`config.mk`:
```
export PLATFORM = sky130hd
export DESIGN_NAME = axis_endstop_calibration_sequencer
export DESIGN_NICKNAME = d
export VERILOG_FILES = /design/src/sv/ecs_pkg.sv /design/src/sv/ecs_csr.sv /design/src/sv/ecs_engine.sv /design/src/sv/axis_endstop_calibration_sequencer.sv
export VERILOG_INCLUDE_DIRS = /design/src /design/src/sv
export SDC_FILE = /design/constraint.sdc
export NUM_CORES = 1
export LEC_CHECK = 0
export BUFFER_PORTS_ARGS = -buffer_cell sky130_fd_sc_hd__buf_2
export CAP_MARGIN = 20
export CORE_AREA = 2 2 210 212
export CTS_CLUSTER_DIAMETER = 30
export DETAILED_ROUTE_END_ITERATION = 7
export DIE_AREA = 0 0 212 214
export MAX_ROUTING_LAYER = met4
export PLACE_DENSITY = 0.65
export SYNTH_ARGS = -nofsm -noshare
export SYNTH_HDL_FRONTEND = slang
export SYNTH_HIERARCHICAL = 1
export SYNTH_SLANG_ARGS = --single-unit
```
`constraint.sdc`:
```
create_clock -name clock -period 13.2 [get_ports clock]
set_input_delay 2.64 -clock clock [delete_from_list [all_inputs] [get_ports clock]]
set_output_delay 2.64 -clock clock [all_outputs]
set_load 0.01 [all_outputs]
```
`src/sv/axis_endstop_calibration_sequencer_assert.svh`:
```
// Assertion macros shared by the calibration sequencer RTL.
// Included by files that check their own logic; no other dependencies.
`ifndef AXIS_ENDSTOP_CALIBRATION_SEQUENCER_ASSERT_SVH
`define AXIS_ENDSTOP_CALIBRATION_SEQUENCER_ASSERT_SVH
`ifndef SYNTH
`define ECS_ASSERT_HOLD(label, clk, rst, ante, cons) \
   label: assert property (@(posedge clk) disable iff (rst) (ante) |-> (cons)) \
      else $error("ecs assertion failed: same-cycle check");
`define ECS_ASSERT_NEXT(label, clk, rst, ante, cons) \
   label: assert property (@(posedge clk) disable iff (rst) (ante) |=> (cons)) \
      else $error("ecs assertion failed: next-cycle check");
`else
`define ECS_ASSERT_HOLD(label, clk, rst, ante, cons)
`define ECS_ASSERT_NEXT(label, clk, rst, ante, cons)
`endif
`endif

```
`src/sv/ecs_pkg.sv`:
```
// Types and constants of the endstop calibration sequencer.
// No dependencies; imported by every module of the block.
package ecs_pkg;

   localparam int ENC_FIELD_BITS = 24;
   localparam int HALF_FIELD_BITS = 23;
   localparam int MOVE_WINDOW = 10;

   localparam logic OP_START = 1'b0;
   localparam logic OP_TICK = 1'b1;

   localparam logic [1:0] CSR_MAX_SPEED = 2'd0;
   localparam logic [1:0] CSR_SPEED_STEP = 2'd1;
   localparam logic [1:0] CSR_STALL_TIMEOUT = 2'd2;
   localparam logic [1:0] CSR_TOTAL_TIMEOUT = 2'd3;

   localparam logic [7:0] RST_MAX_SPEED = 8'd255;
   localparam logic [7:0] RST_SPEED_STEP = 8'd10;
   localparam logic [15:0] RST_STALL_TIMEOUT = 16'd400;
   localparam logic [19:0] RST_TOTAL_TIMEOUT = 20'd2000;

   typedef enum logic [2:0] {
      CAUSE_NONE = 3'd0,
      CAUSE_MOTOR_INV = 3'd1,
      CAUSE_ENCODER_INV = 3'd2,
      CAUSE_TOTAL_TIMEOUT = 3'd3,
      CAUSE_STALL = 3'd4,
      CAUSE_CENTER_TIMEOUT = 3'd5
   } ecs_cause_type;

   typedef struct packed {
      logic [7:0] max_speed;
      logic [7:0] speed_step;
      logic [15:0] stall_timeout;
      logic [19:0] total_timeout;
   } ecs_cfg_type;

   typedef struct packed {
      logic op;
      logic signed [ENC_FIELD_BITS-1:0] encoder_count;
      logic left_switch;
      logic right_switch;
   } ecs_req_type;

   typedef struct packed {
      logic drive_on;
      logic drive_dir;
      logic [7:0] drive_speed;
      logic [2:0] phase;
      logic done_res;
      logic success;
      ecs_cause_type error_cause;
      logic [HALF_FIELD_BITS-1:0] half_range;
   } ecs_rsp_type;

endpackage

```
`src/sv/ecs_csr.sv`:
```
// Configuration register bank of the calibration sequencer.
// Depends on ecs_pkg for register indexes, reset values and the config struct.
module ecs_csr (
   input  logic clock,
   input  logic reset,
   input  logic csr_valid,
   input  logic [1:0] csr_index,
   input  logic [19:0] csr_wdata,
   output ecs_pkg::ecs_cfg_type cfg
);
   import ecs_pkg::*;

   ecs_cfg_type cfg_ff;
   ecs_cfg_type cfg_in;

   always_comb begin
      cfg_in = cfg_ff;
      if (csr_valid) begin
         case (csr_index)
            CSR_MAX_SPEED: cfg_in.max_speed = csr_wdata[7:0];
            CSR_SPEED_STEP: cfg_in.speed_step = csr_wdata[7:0];
            CSR_STALL_TIMEOUT: cfg_in.stall_timeout = csr_wdata[15:0];
            CSR_TOTAL_TIMEOUT: cfg_in.total_timeout = csr_wdata;
            default: cfg_in = cfg_ff;
         endcase
      end
   end

   always_ff @(posedge clock) begin
      if (reset) begin
         cfg_ff.max_speed <= RST_MAX_SPEED;
         cfg_ff.speed_step <= RST_SPEED_STEP;
         cfg_ff.stall_timeout <= RST_STALL_TIMEOUT;
         cfg_ff.total_timeout <= RST_TOTAL_TIMEOUT;
      end else begin
         cfg_ff <= cfg_in;
      end
   end

   assign cfg = cfg_ff;

endmodule

```
`src/sv/ecs_engine.sv`:
```
// Calibration state and the per-request update: speed ramp, timeouts, phases.
// Depends on ecs_pkg and the assertion macro header.
`include "axis_endstop_calibration_sequencer_assert.svh"
module ecs_engine #(
   parameter int ENCODER_BITS = 24
) (
   input  logic clock,
   input  logic reset,
   input  logic step_en,
   input  ecs_pkg::ecs_req_type req,
   input  ecs_pkg::ecs_cfg_type cfg,
   output ecs_pkg::ecs_rsp_type rsp_next
);
   import ecs_pkg::*;

   localparam int EB = ENCODER_BITS;
   localparam int HB = ENCODER_BITS - 1;
   localparam logic signed [EB:0] WIN_POS = (EB+1)'(MOVE_WINDOW);
   localparam logic signed [EB:0] WIN_NEG = -WIN_POS;

   typedef enum logic [2:0] {
      PH_IDLE = 3'd0,
      PH_LEAVE = 3'd1,
      PH_SEEK = 3'd2,
      PH_OPPOSITE = 3'd3,
      PH_CENTER = 3'd4,
      PH_FINISHED = 3'd5
   } phase_type;

   phase_type phase_ff, phase_in;
   logic [7:0] speed_ff, speed_in;
   logic bump_ff, bump_in;
   logic dir_ff, dir_in;
   logic [EB-1:0] zero_ff, zero_in;
   logic signed [EB-1:0] last_ff, last_in;
   logic [19:0] elapsed_ff, elapsed_in;
   logic [15:0] idle_ff, idle_in;
   logic [HB-1:0] half_ff, half_in;
   logic cfp_ff, cfp_in;
   ecs_cause_type error_ff, error_in;

   logic [EB-1:0] raw;
   logic signed [EB-1:0] pos;
   logic signed [EB:0] diff;
   logic still;
   logic [8:0] bump_sum;
   logic [7:0] bump_val;
   logic [HB-1:0] half_w;
   logic running;
   logic keep;
   logic drive;
   logic done;
   ecs_cause_type cause;

   assign raw = EB'($signed(req.encoder_count));
   assign pos = $signed(raw - zero_ff);
   assign diff = $signed({pos[EB-1], pos}) - $signed({last_ff[EB-1], last_ff});
   assign still = (diff <= WIN_POS) && (diff >= WIN_NEG);
   assign bump_sum = {1'b0, speed_ff} + {1'b0, cfg.speed_step};
   assign bump_val = (bump_sum > {1'b0, cfg.max_speed}) ? cfg.max_speed : bump_sum[7:0];
   // pos is non-negative wherever this is used, so the top bit drops out
   assign half_w = pos[EB-1:1];
   assign running = (phase_ff == PH_LEAVE) || (phase_ff == PH_SEEK) ||
                    (phase_ff == PH_OPPOSITE) || (phase_ff == PH_CENTER);
   assign keep = cfp_ff ? (pos >= 0) : (pos <= 0);

   always_comb begin
      phase_in = phase_ff;
      speed_in = speed_ff;
      bump_in = bump_ff;
      dir_in = dir_ff;
      zero_in = zero_ff;
      last_in = last_ff;
      elapsed_in = elapsed_ff;
      idle_in = idle_ff;
      half_in = half_ff;
      cfp_in = cfp_ff;
      error_in = error_ff;
      drive = 1'b0;
      done = 1'b0;
      cause = CAUSE_NONE;
      if (step_en) begin
         if (req.op == OP_START) begin
            error_in = CAUSE_NONE;
            half_in = '0;
            cfp_in = 1'b0;
            elapsed_in = '0;
            dir_in = 1'b1;
            zero_in = raw;
            last_in = '0;
            speed_in = 8'd1;
            idle_in = '0;
            bump_in = 1'b0;
            phase_in = (req.left_switch || req.right_switch) ? PH_LEAVE : PH_SEEK;
         end else if (running) begin
            // speed ramp and stall counting
            if (still) begin
               if (idle_ff != 16'hFFFF) idle_in = idle_ff + 16'd1;
               if (speed_ff < cfg.max_speed) speed_in = speed_ff + 8'd1;
            end else begin
               idle_in = '0;
               if (!bump_ff) begin
                  speed_in = bump_val;
                  bump_in = 1'b1;
               end
            end
            last_in = pos;
            if (elapsed_ff != 20'hFFFFF) elapsed_in = elapsed_ff + 20'd1;

            // stall check wins over total timeout
            if (idle_in >= cfg.stall_timeout) begin
               cause = (phase_ff == PH_CENTER) ? CAUSE_CENTER_TIMEOUT : CAUSE_STALL;
            end else if (elapsed_in >= cfg.total_timeout) begin
               cause = (phase_ff == PH_CENTER) ? CAUSE_CENTER_TIMEOUT
                                               : CAUSE_TOTAL_TIMEOUT;
            end

            if (cause != CAUSE_NONE) begin
               error_in = cause;
               phase_in = PH_IDLE;
               done = 1'b1;
            end else begin
               case (phase_ff)
                  PH_LEAVE: begin
                     if (!req.left_switch && !req.right_switch) begin
                        zero_in = raw;
                        last_in = '0;
                        speed_in = 8'd1;
                        idle_in = '0;
                        bump_in = 1'b0;
                        phase_in = PH_SEEK;
                     end else begin
                        drive = 1'b1;
                     end
                  end
                  PH_SEEK: begin
                     if (req.left_switch) begin
                        error_in = CAUSE_MOTOR_INV;
                        phase_in = PH_IDLE;
                        done = 1'b1;
                     end else if (req.right_switch) begin
                        zero_in = raw;
                        last_in = '0;
                        speed_in = 8'd1;
                        idle_in = '0;
                        bump_in = 1'b1;
                        dir_in = 1'b0;
                        phase_in = PH_OPPOSITE;
                     end else begin
                        drive = 1'b1;
                     end
                  end
                  PH_OPPOSITE: begin
                     if (!req.left_switch) begin
                        drive = 1'b1;
                     end else if (pos < 0) begin
                        error_in = CAUSE_ENCODER_INV;
                        phase_in = PH_IDLE;
                        done = 1'b1;
                     end else begin
                        // move the zero to the middle of the travel
                        half_in = half_w;
                        zero_in = raw - EB'(half_w);
                        last_in = $signed({1'b0, half_w});
                        cfp_in = (half_w != '0);
                        speed_in = 8'd1;
                        dir_in = 1'b1;
                        idle_in = '0;
                        if (req.right_switch) begin
                           phase_in = PH_FINISHED;
                           done = 1'b1;
                        end else begin
                           phase_in = PH_CENTER;
                        end
                     end
                  end
                  PH_CENTER: begin
                     if (keep && !req.right_switch) begin
                        drive = 1'b1;
                     end else begin
                        phase_in = PH_FINISHED;
                        done = 1'b1;
                     end
                  end
                  default: drive = 1'b0;
               endcase
            end
         end
      end
   end

   always_ff @(posedge clock) begin
      if (reset) begin
         phase_ff <= PH_IDLE;
         speed_ff <= 8'd1;
         bump_ff <= 1'b0;
         dir_ff <= 1'b1;
         zero_ff <= '0;
         last_ff <= '0;
         elapsed_ff <= '0;
         idle_ff <= '0;
         half_ff <= '0;
         cfp_ff <= 1'b0;
         error_ff <= CAUSE_NONE;
      end else begin
         phase_ff <= phase_in;
         speed_ff <= speed_in;
         bump_ff <= bump_in;
         dir_ff <= dir_in;
         zero_ff <= zero_in;
         last_ff <= last_in;
         elapsed_ff <= elapsed_in;
         idle_ff <= idle_in;
         half_ff <= half_in;
         cfp_ff <= cfp_in;
         error_ff <= error_in;
      end
   end

   always_comb begin
      rsp_next.drive_on = drive;
      rsp_next.drive_dir = drive & dir_in;
      rsp_next.drive_speed = drive ? speed_in : 8'd0;
      rsp_next.phase = phase_in;
      rsp_next.done_res = done;
      rsp_next.success = (phase_in == PH_FINISHED);
      rsp_next.error_cause = error_in;
      rsp_next.half_range = HALF_FIELD_BITS'(half_in);
   end

   `ECS_ASSERT_HOLD(a_drive_only_running, clock, reset, step_en && drive, (phase_in == PH_LEAVE) || (phase_in == PH_SEEK) || (phase_in == PH_OPPOSITE) || (phase_in == PH_CENTER))
   `ECS_ASSERT_HOLD(a_done_ends_run, clock, reset, step_en && done, (phase_in == PH_IDLE) || (phase_in == PH_FINISHED))
   `ECS_ASSERT_HOLD(a_error_means_idle, clock, reset, error_ff != CAUSE_NONE, phase_ff == PH_IDLE)
   `ECS_ASSERT_NEXT(a_tick_when_stopped, clock, reset, step_en && (req.op == OP_TICK) && !running, phase_ff == $past(phase_ff))

endmodule

```
`src/sv/axis_endstop_calibration_sequencer.sv`:
```
// Top level of the endstop calibration sequencer: request register, result
// register and handshakes. Depends on ecs_pkg, ecs_csr and ecs_engine.
//
//   channel   direction  handshake              payload
//   req_*     in         req_valid / req_ready  op, encoder_count, switches
//   rsp_*     out        rsp_valid / rsp_ready  drive, phase, status, half_range
//   csr_*     in         csr_valid / csr_ready  csr_index, csr_wdata
//
// A request waits in the request register while the engine evaluates it
// against the calibration state, and moves into the result register when that
// register is empty or being drained; one request per cycle sustained while
// rsp_ready stays high.
// The state update for one request is a single pass of compares, small adds
// and a one-bit shift. A stalled result holds the request register; a new
// request is still taken while the request register is free. Reset is
// synchronous and clears state, handshakes and configuration at once.
`include "axis_endstop_calibration_sequencer_assert.svh"
module axis_endstop_calibration_sequencer #(
   parameter int ENCODER_BITS = 24
) (
   input  logic clock,
   input  logic reset,
   input  logic req_valid,
   output logic req_ready,
   input  logic req_op,
   input  logic signed [23:0] req_encoder_count,
   input  logic req_left_switch,
   input  logic req_right_switch,
   output logic rsp_valid,
   input  logic rsp_ready,
   output logic rsp_drive_on,
   output logic rsp_drive_dir,
   output logic [7:0] rsp_drive_speed,
   output logic [2:0] rsp_phase,
   output logic rsp_done_res,
   output logic rsp_success,
   output logic [2:0] rsp_error_cause,
   output logic [22:0] rsp_half_range,
   input  logic csr_valid,
   output logic csr_ready,
   input  logic [1:0] csr_index,
   input  logic [19:0] csr_wdata
);
   import ecs_pkg::*;

   ecs_req_type in_ff;
   logic in_valid_ff, in_valid_in;
   ecs_rsp_type rsp_ff;
   logic rsp_valid_ff, rsp_valid_in;
   ecs_rsp_type rsp_next;
   ecs_cfg_type cfg;
   logic advance;
   logic req_fire;

   assign csr_ready = 1'b1;

   ecs_csr u_csr (
      .clock(clock),
      .reset(reset),
      .csr_valid(csr_valid),
      .csr_index(csr_index),
      .csr_wdata(csr_wdata),
      .cfg(cfg)
   );

   ecs_engine #(
      .ENCODER_BITS(ENCODER_BITS)
   ) u_engine (
      .clock(clock),
      .reset(reset),
      .step_en(advance),
      .req(in_ff),
      .cfg(cfg),
      .rsp_next(rsp_next)
   );

   // advance when the result register is empty or being drained
   assign advance = in_valid_ff && (!rsp_valid_ff || rsp_ready);
   assign req_ready = !in_valid_ff || advance;
   assign req_fire = req_valid && req_ready;

   always_comb begin
      in_valid_in = in_valid_ff;
      if (req_fire) begin
         in_valid_in = 1'b1;
      end else if (advance) begin
         in_valid_in = 1'b0;
      end
      rsp_valid_in = rsp_valid_ff;
      if (advance) begin
         rsp_valid_in = 1'b1;
      end else if (rsp_ready) begin
         rsp_valid_in = 1'b0;
      end
   end

   always_ff @(posedge clock) begin
      if (reset) begin
         in_valid_ff <= 1'b0;
         rsp_valid_ff <= 1'b0;
      end else begin
         in_valid_ff <= in_valid_in;
         rsp_valid_ff <= rsp_valid_in;
      end
   end

   always_ff @(posedge clock) begin
      if (req_fire) begin
         in_ff.op <= req_op;
         in_ff.encoder_count <= req_encoder_count;
         in_ff.left_switch <= req_left_switch;
         in_ff.right_switch <= req_right_switch;
      end
      if (advance) begin
         rsp_ff <= rsp_next;
      end
   end

   assign rsp_valid = rsp_valid_ff;
   assign rsp_drive_on = rsp_ff.drive_on;
   assign rsp_drive_dir = rsp_ff.drive_dir;
   assign rsp_drive_speed = rsp_ff.drive_speed;
   assign rsp_phase = rsp_ff.phase;
   assign rsp_done_res = rsp_ff.done_res;
   assign rsp_success = rsp_ff.success;
   assign rsp_error_cause = rsp_ff.error_cause;
   assign rsp_half_range = rsp_ff.half_range;

   `ECS_ASSERT_NEXT(a_held_request_kept, clock, reset, in_valid_ff && !advance, in_valid_ff)
   `ECS_ASSERT_NEXT(a_step_fills_result, clock, reset, advance, rsp_valid_ff)
   `ECS_ASSERT_HOLD(a_no_accept_when_full, clock, reset, in_valid_ff && !advance, !req_ready)

endmodule

```
==> impl_metrics.json <==
{
  "cts-buffers-inserted": 67,
  "drt_first_iter_violations": 1240,
  "global_route.usage.total_pct": 21.7,
  "cts_repair_resize_count": 0,
  "post_synth_mux_area_share_pct": 4.15,
  "peakVddDrop_mv": 0.0893,
  "synth_top_family_by_area": "simple AND/OR/NAND/NOR gates",
  "static-leakage-power_nw": 8.30,
  "drive_gt1_share_pct": 12.4,
  "critical_path_arrival_ps": 9750,
  "cts-root-to-sink-buffers": 3,
  "final.setup.tns_ps": 0,
  "routed-via-count": 15500,
  "xor_xnor_cell_area_share_of_the_yosys_netlist_pct": 3.65,
  "rsz0062_at_grt": "false",
  "utilization_pct": 47.6,
  "drt-total-wl_um": 48300,
  "worst_skew_pair.late_latency_ps": 580,
  "synth_edf_count": 68,
  "initial_antenna_violation_count": 2,
  "share_of_synthesized_flip_flops_with_an_asynchronous_set_or_reset_pct": 0,
  "synth_simple_gate_area_share_pct": 21.8,
  "worst_setup_path_end_kind": "register",
  "finalPower_mw": 3.10,
  "worst_path_max_delay_cell": "sky130_fd_sc_hd__nor2_1",
  "synth.largest_area_cell": "sky130_fd_sc_hd__dfxtp_1",
  "grt_first_pass_wirelength_um": 77300,
  "timing.critical_path.required_ps": 13720,
  "post-route-min-period_ps": 9230,
  "row_count": 76,
  "hold_vio_cnt_final": 0,
  "top_level_i_o_count": 98,
  "synth.cell_area_um2": 17000,
  "syn_inst": 2081,
  "postCtsSetupRepairBufs": 0,
  "fin_nets": 2354,
  "worstPathMaxFanout": 46,
  "maxCapViolations": 0,
  "criticalPathCategory": "register to register",
  "clock.fmax_mhz": 108,
  "critical_path.startpoint_type": "register",
  "synth_compound_area_share_pct": 21.5,
  "vertical_die_dimension_um": 214,
  "type_of_the_tightest_min_delay_check": "register to register",
  "cts_tree": "yes",
  "post-synth-top-area-fraction_pct": 20.9,
  "synthTopCellsByArea": "sky130_fd_sc_hd__dfxtp_1 21%, sky130_fd_sc_hd__edfxtp_1 12%, sky130_fd_sc_hd__ha_1 9.7%",
  "vias_per_cell": 5.53,
  "floorplan.die_area_um2": 45400,
  "reg2reg_slack_ps": 3970,
  "post_layout_nonfiller_instances": 2804,
  "placed_cells_incl_taps": 2680,
  "ys_dominant_reg_cell": "sky130_fd_sc_hd__dfxtp_1",
  "drt_pass1_iterations": 6,
  "synth-adder-area-share_pct": 10.2,
  "cts.sinks": 246,
  "synthesis.yosys.warnings": 6,
  "worst_slew_margin_rel_pct": 29.3,
  "ctsRootBufferMaster": "sky130_fd_sc_hd__clkbuf_16",
  "largest_net_degree_at_the_start_of_global_routing": 93,
  "clock_slew_at_the_register_clock_pins_of_the_worst_setup_and_hold_paths_ps": 40,
  "slew_viol_final": 0,
  "result_of_the_run": "completed",
  "yosys.cell_types.count": 95,
  "synth_area_per_cell_um2": 8.19,
  "cellPowerDensity_nw_per_um2": 152,
  "number_of_global_route_vias_before_repair": 15000,
  "placement.io_buffers": 96,
  "wl_per_cell_um": 17.2,
  "fin_crit_sh_pct": 69.9,
  "antenna_cells_inserted": 0,
  "start_util_pct": 39.8,
  "setup_viol": 0,
  "fin_worst_skew_ps": 26.7,
  "route.antenna.remaining_nets": 0,
  "post-route-drc-count": 0,
  "cp_slowest_stage_delay_ps": 920,
  "cts_htree_levels": 3,
  "ys_seq_area_share_pct": 32.9,
  "fill_cells": 4066,
  "hpwlAfterDp_um": 34800,
  "cts_hold_buffers": 0,
  "fp.coreArea_um2": 42900,
  "synth.net_count": 2271,
  "ys_ff_latch": 246,
  "tightestPinTransition_ps": 1060,
  "gp_congestion": 0.915,
  "gr-total-overflow": 0,
  "chipWidth_um": 212,
  "syn_to_final_growth_pct": 19.7
}
==> report_power, final <==
part / internal, mW / switching, mW / total (mW)
Sequential: 0.799 / 0.0158 / 0.815
Combinational: 0.210 / 0.345 / 0.555
Clock: 1.21 / 0.527 / 1.73
==> worst paths after layout <==
kind | cells past startpoint | to | from
worst min-delay path | 2 | u_engine/last_ff[5] | u_engine/last_ff[5]
worst min register to register | 2 | u_engine/last_ff[5] | u_engine/last_ff[5]
worst max-delay path | 29 | u_engine/half_ff[16] | in_ff[3]
worst max register to register | 29 | u_engine/half_ff[16] | in_ff[3]
==> stage by stage <==
| stage | hold slack [ps] | area (µm²) | setup WS, ps |
|---|---|---|---|
| 3_3_place_gp | 437 | 18000 | 4370 |
| 6_report | 451 | 20400 | 3970 |
| 4_1_cts | 452 | 20400 | 4080 |
| 3_5_place_dp | 444 | 18000 | 4080 |
| 2_1_floorplan | 425 | 17000 | 5110 |
| 5_1_grt | 472 | 20400 | 3370 |
==> cells in the mapped netlist (all sizes together), types with 12 or more instances <==
library cell	instances
o21a	22
or3	21
buf	25
a311oi	12
nand4	16
mux2i	65
ha	132
xor2	33
inv	152
a211oi	27
o21ai	116
nor4	14
a211o	14
a31oi	29
nor2	184
edfxtp	68
or2	12
a21o	32
nor3	40
a22oi	33
a21oi	159
clkbuf	72
dfxtp	178
nand2	241
and3	23
nand3	45
nand2b	70
nor2b	24
xnor2	38
and2	22
==> state kept, by name, summed over array words and instances, names as in the netlist, 16 cells and up <==
register             flops
u_csr/cfg               52
u_engine/last_ff        24
u_engine/zero_ff        24
in_ff                   27
u_engine/elapsed_ff     20
u_engine/idle_ff        16
rsp_half_range          23
u_engine/half_ff        23
==> cell usage in the layout, fill, tap and decap left out, types with 12 or more instances in the layout <==
master | Yosys | routed
sky130_fd_sc_hd__nand2_1 | 241 | 241
sky130_fd_sc_hd__ha_1 | 132 | 132
sky130_fd_sc_hd__clkbuf_16 | 0 | 68
sky130_fd_sc_hd__xor2_1 | 33 | 33
sky130_fd_sc_hd__a21o_1 | 32 | 32
sky130_fd_sc_hd__nor2_1 | 183 | 183
sky130_fd_sc_hd__buf_4 | 5 | 16
sky130_fd_sc_hd__and2_1 | 18 | 18
sky130_fd_sc_hd__o21ai_0 | 113 | 113
sky130_fd_sc_hd__bufinv_16 | 0 | 12
sky130_fd_sc_hd__buf_2 | 11 | 95
sky130_fd_sc_hd__a21oi_1 | 156 | 156
sky130_fd_sc_hd__a211oi_1 | 25 | 25
sky130_fd_sc_hd__nand4_1 | 16 | 16
sky130_fd_sc_hd__a22oi_1 | 33 | 33
sky130_fd_sc_hd__inv_1 | 151 | 151
sky130_fd_sc_hd__o21a_1 | 20 | 20
sky130_fd_sc_hd__a311oi_1 | 12 | 12
sky130_fd_sc_hd__nor2b_1 | 24 | 24
sky130_fd_sc_hd__nand3_1 | 45 | 45
sky130_fd_sc_hd__a31oi_1 | 29 | 29
sky130_fd_sc_hd__and3_1 | 23 | 23
sky130_fd_sc_hd__xnor2_1 | 38 | 38
sky130_fd_sc_hd__edfxtp_1 | 68 | 68
sky130_fd_sc_hd__a211o_1 | 14 | 14
sky130_fd_sc_hd__or3_1 | 21 | 21
sky130_fd_sc_hd__nor3_1 | 40 | 40
sky130_fd_sc_hd__nand2b_1 | 70 | 70
sky130_fd_sc_hd__dfxtp_1 | 178 | 178
sky130_fd_sc_hd__mux2i_1 | 65 | 65
==> worst max-delay path, delay by kind of cell, from the launching register on <==
kind            cells  cell delay (ps)
flops               1              470
compound gates     14             3320
xor+xnor            1              160
simple gates       11             4200
fa+ha+maj           3             1000
==> cells by family (layout without fill, tap and decap cells) <==
group / after synthesis / after routing
xor gates and xnor gates: 71 / 71
DFF: 246 / 246
and+or+nand+nor: 754 / 754
AOI/OAI and AO/OA: 554 / 554
buffers and inverters: 249 / 387
other: 1 / 1
muxes: 70 / 70
adders and majority gates: 136 / 136
==> metal layers <==
layer	track usage, %	wire length [µm]
met1	28.0	21500
met2	34.7	22700
met3	3.46	3030
met4	7.07	1090
met5	-	0
==> area by class of cell <==
cell class | count | area, µm² | share of cell area, %
clock inverter | 47 | 676 | 3.31
timing repair buffer | 111 | 596 | 2.92
tap | 585 | 732 | 3.59
sequential | 246 | 5610 | 27.5
inverter | 152 | 571 | 2.80
clock buffer | 77 | 1770 | 8.65
multi-input combinational | 1586 | 10500 | 51.3
(Power assumes the default switching activity.)
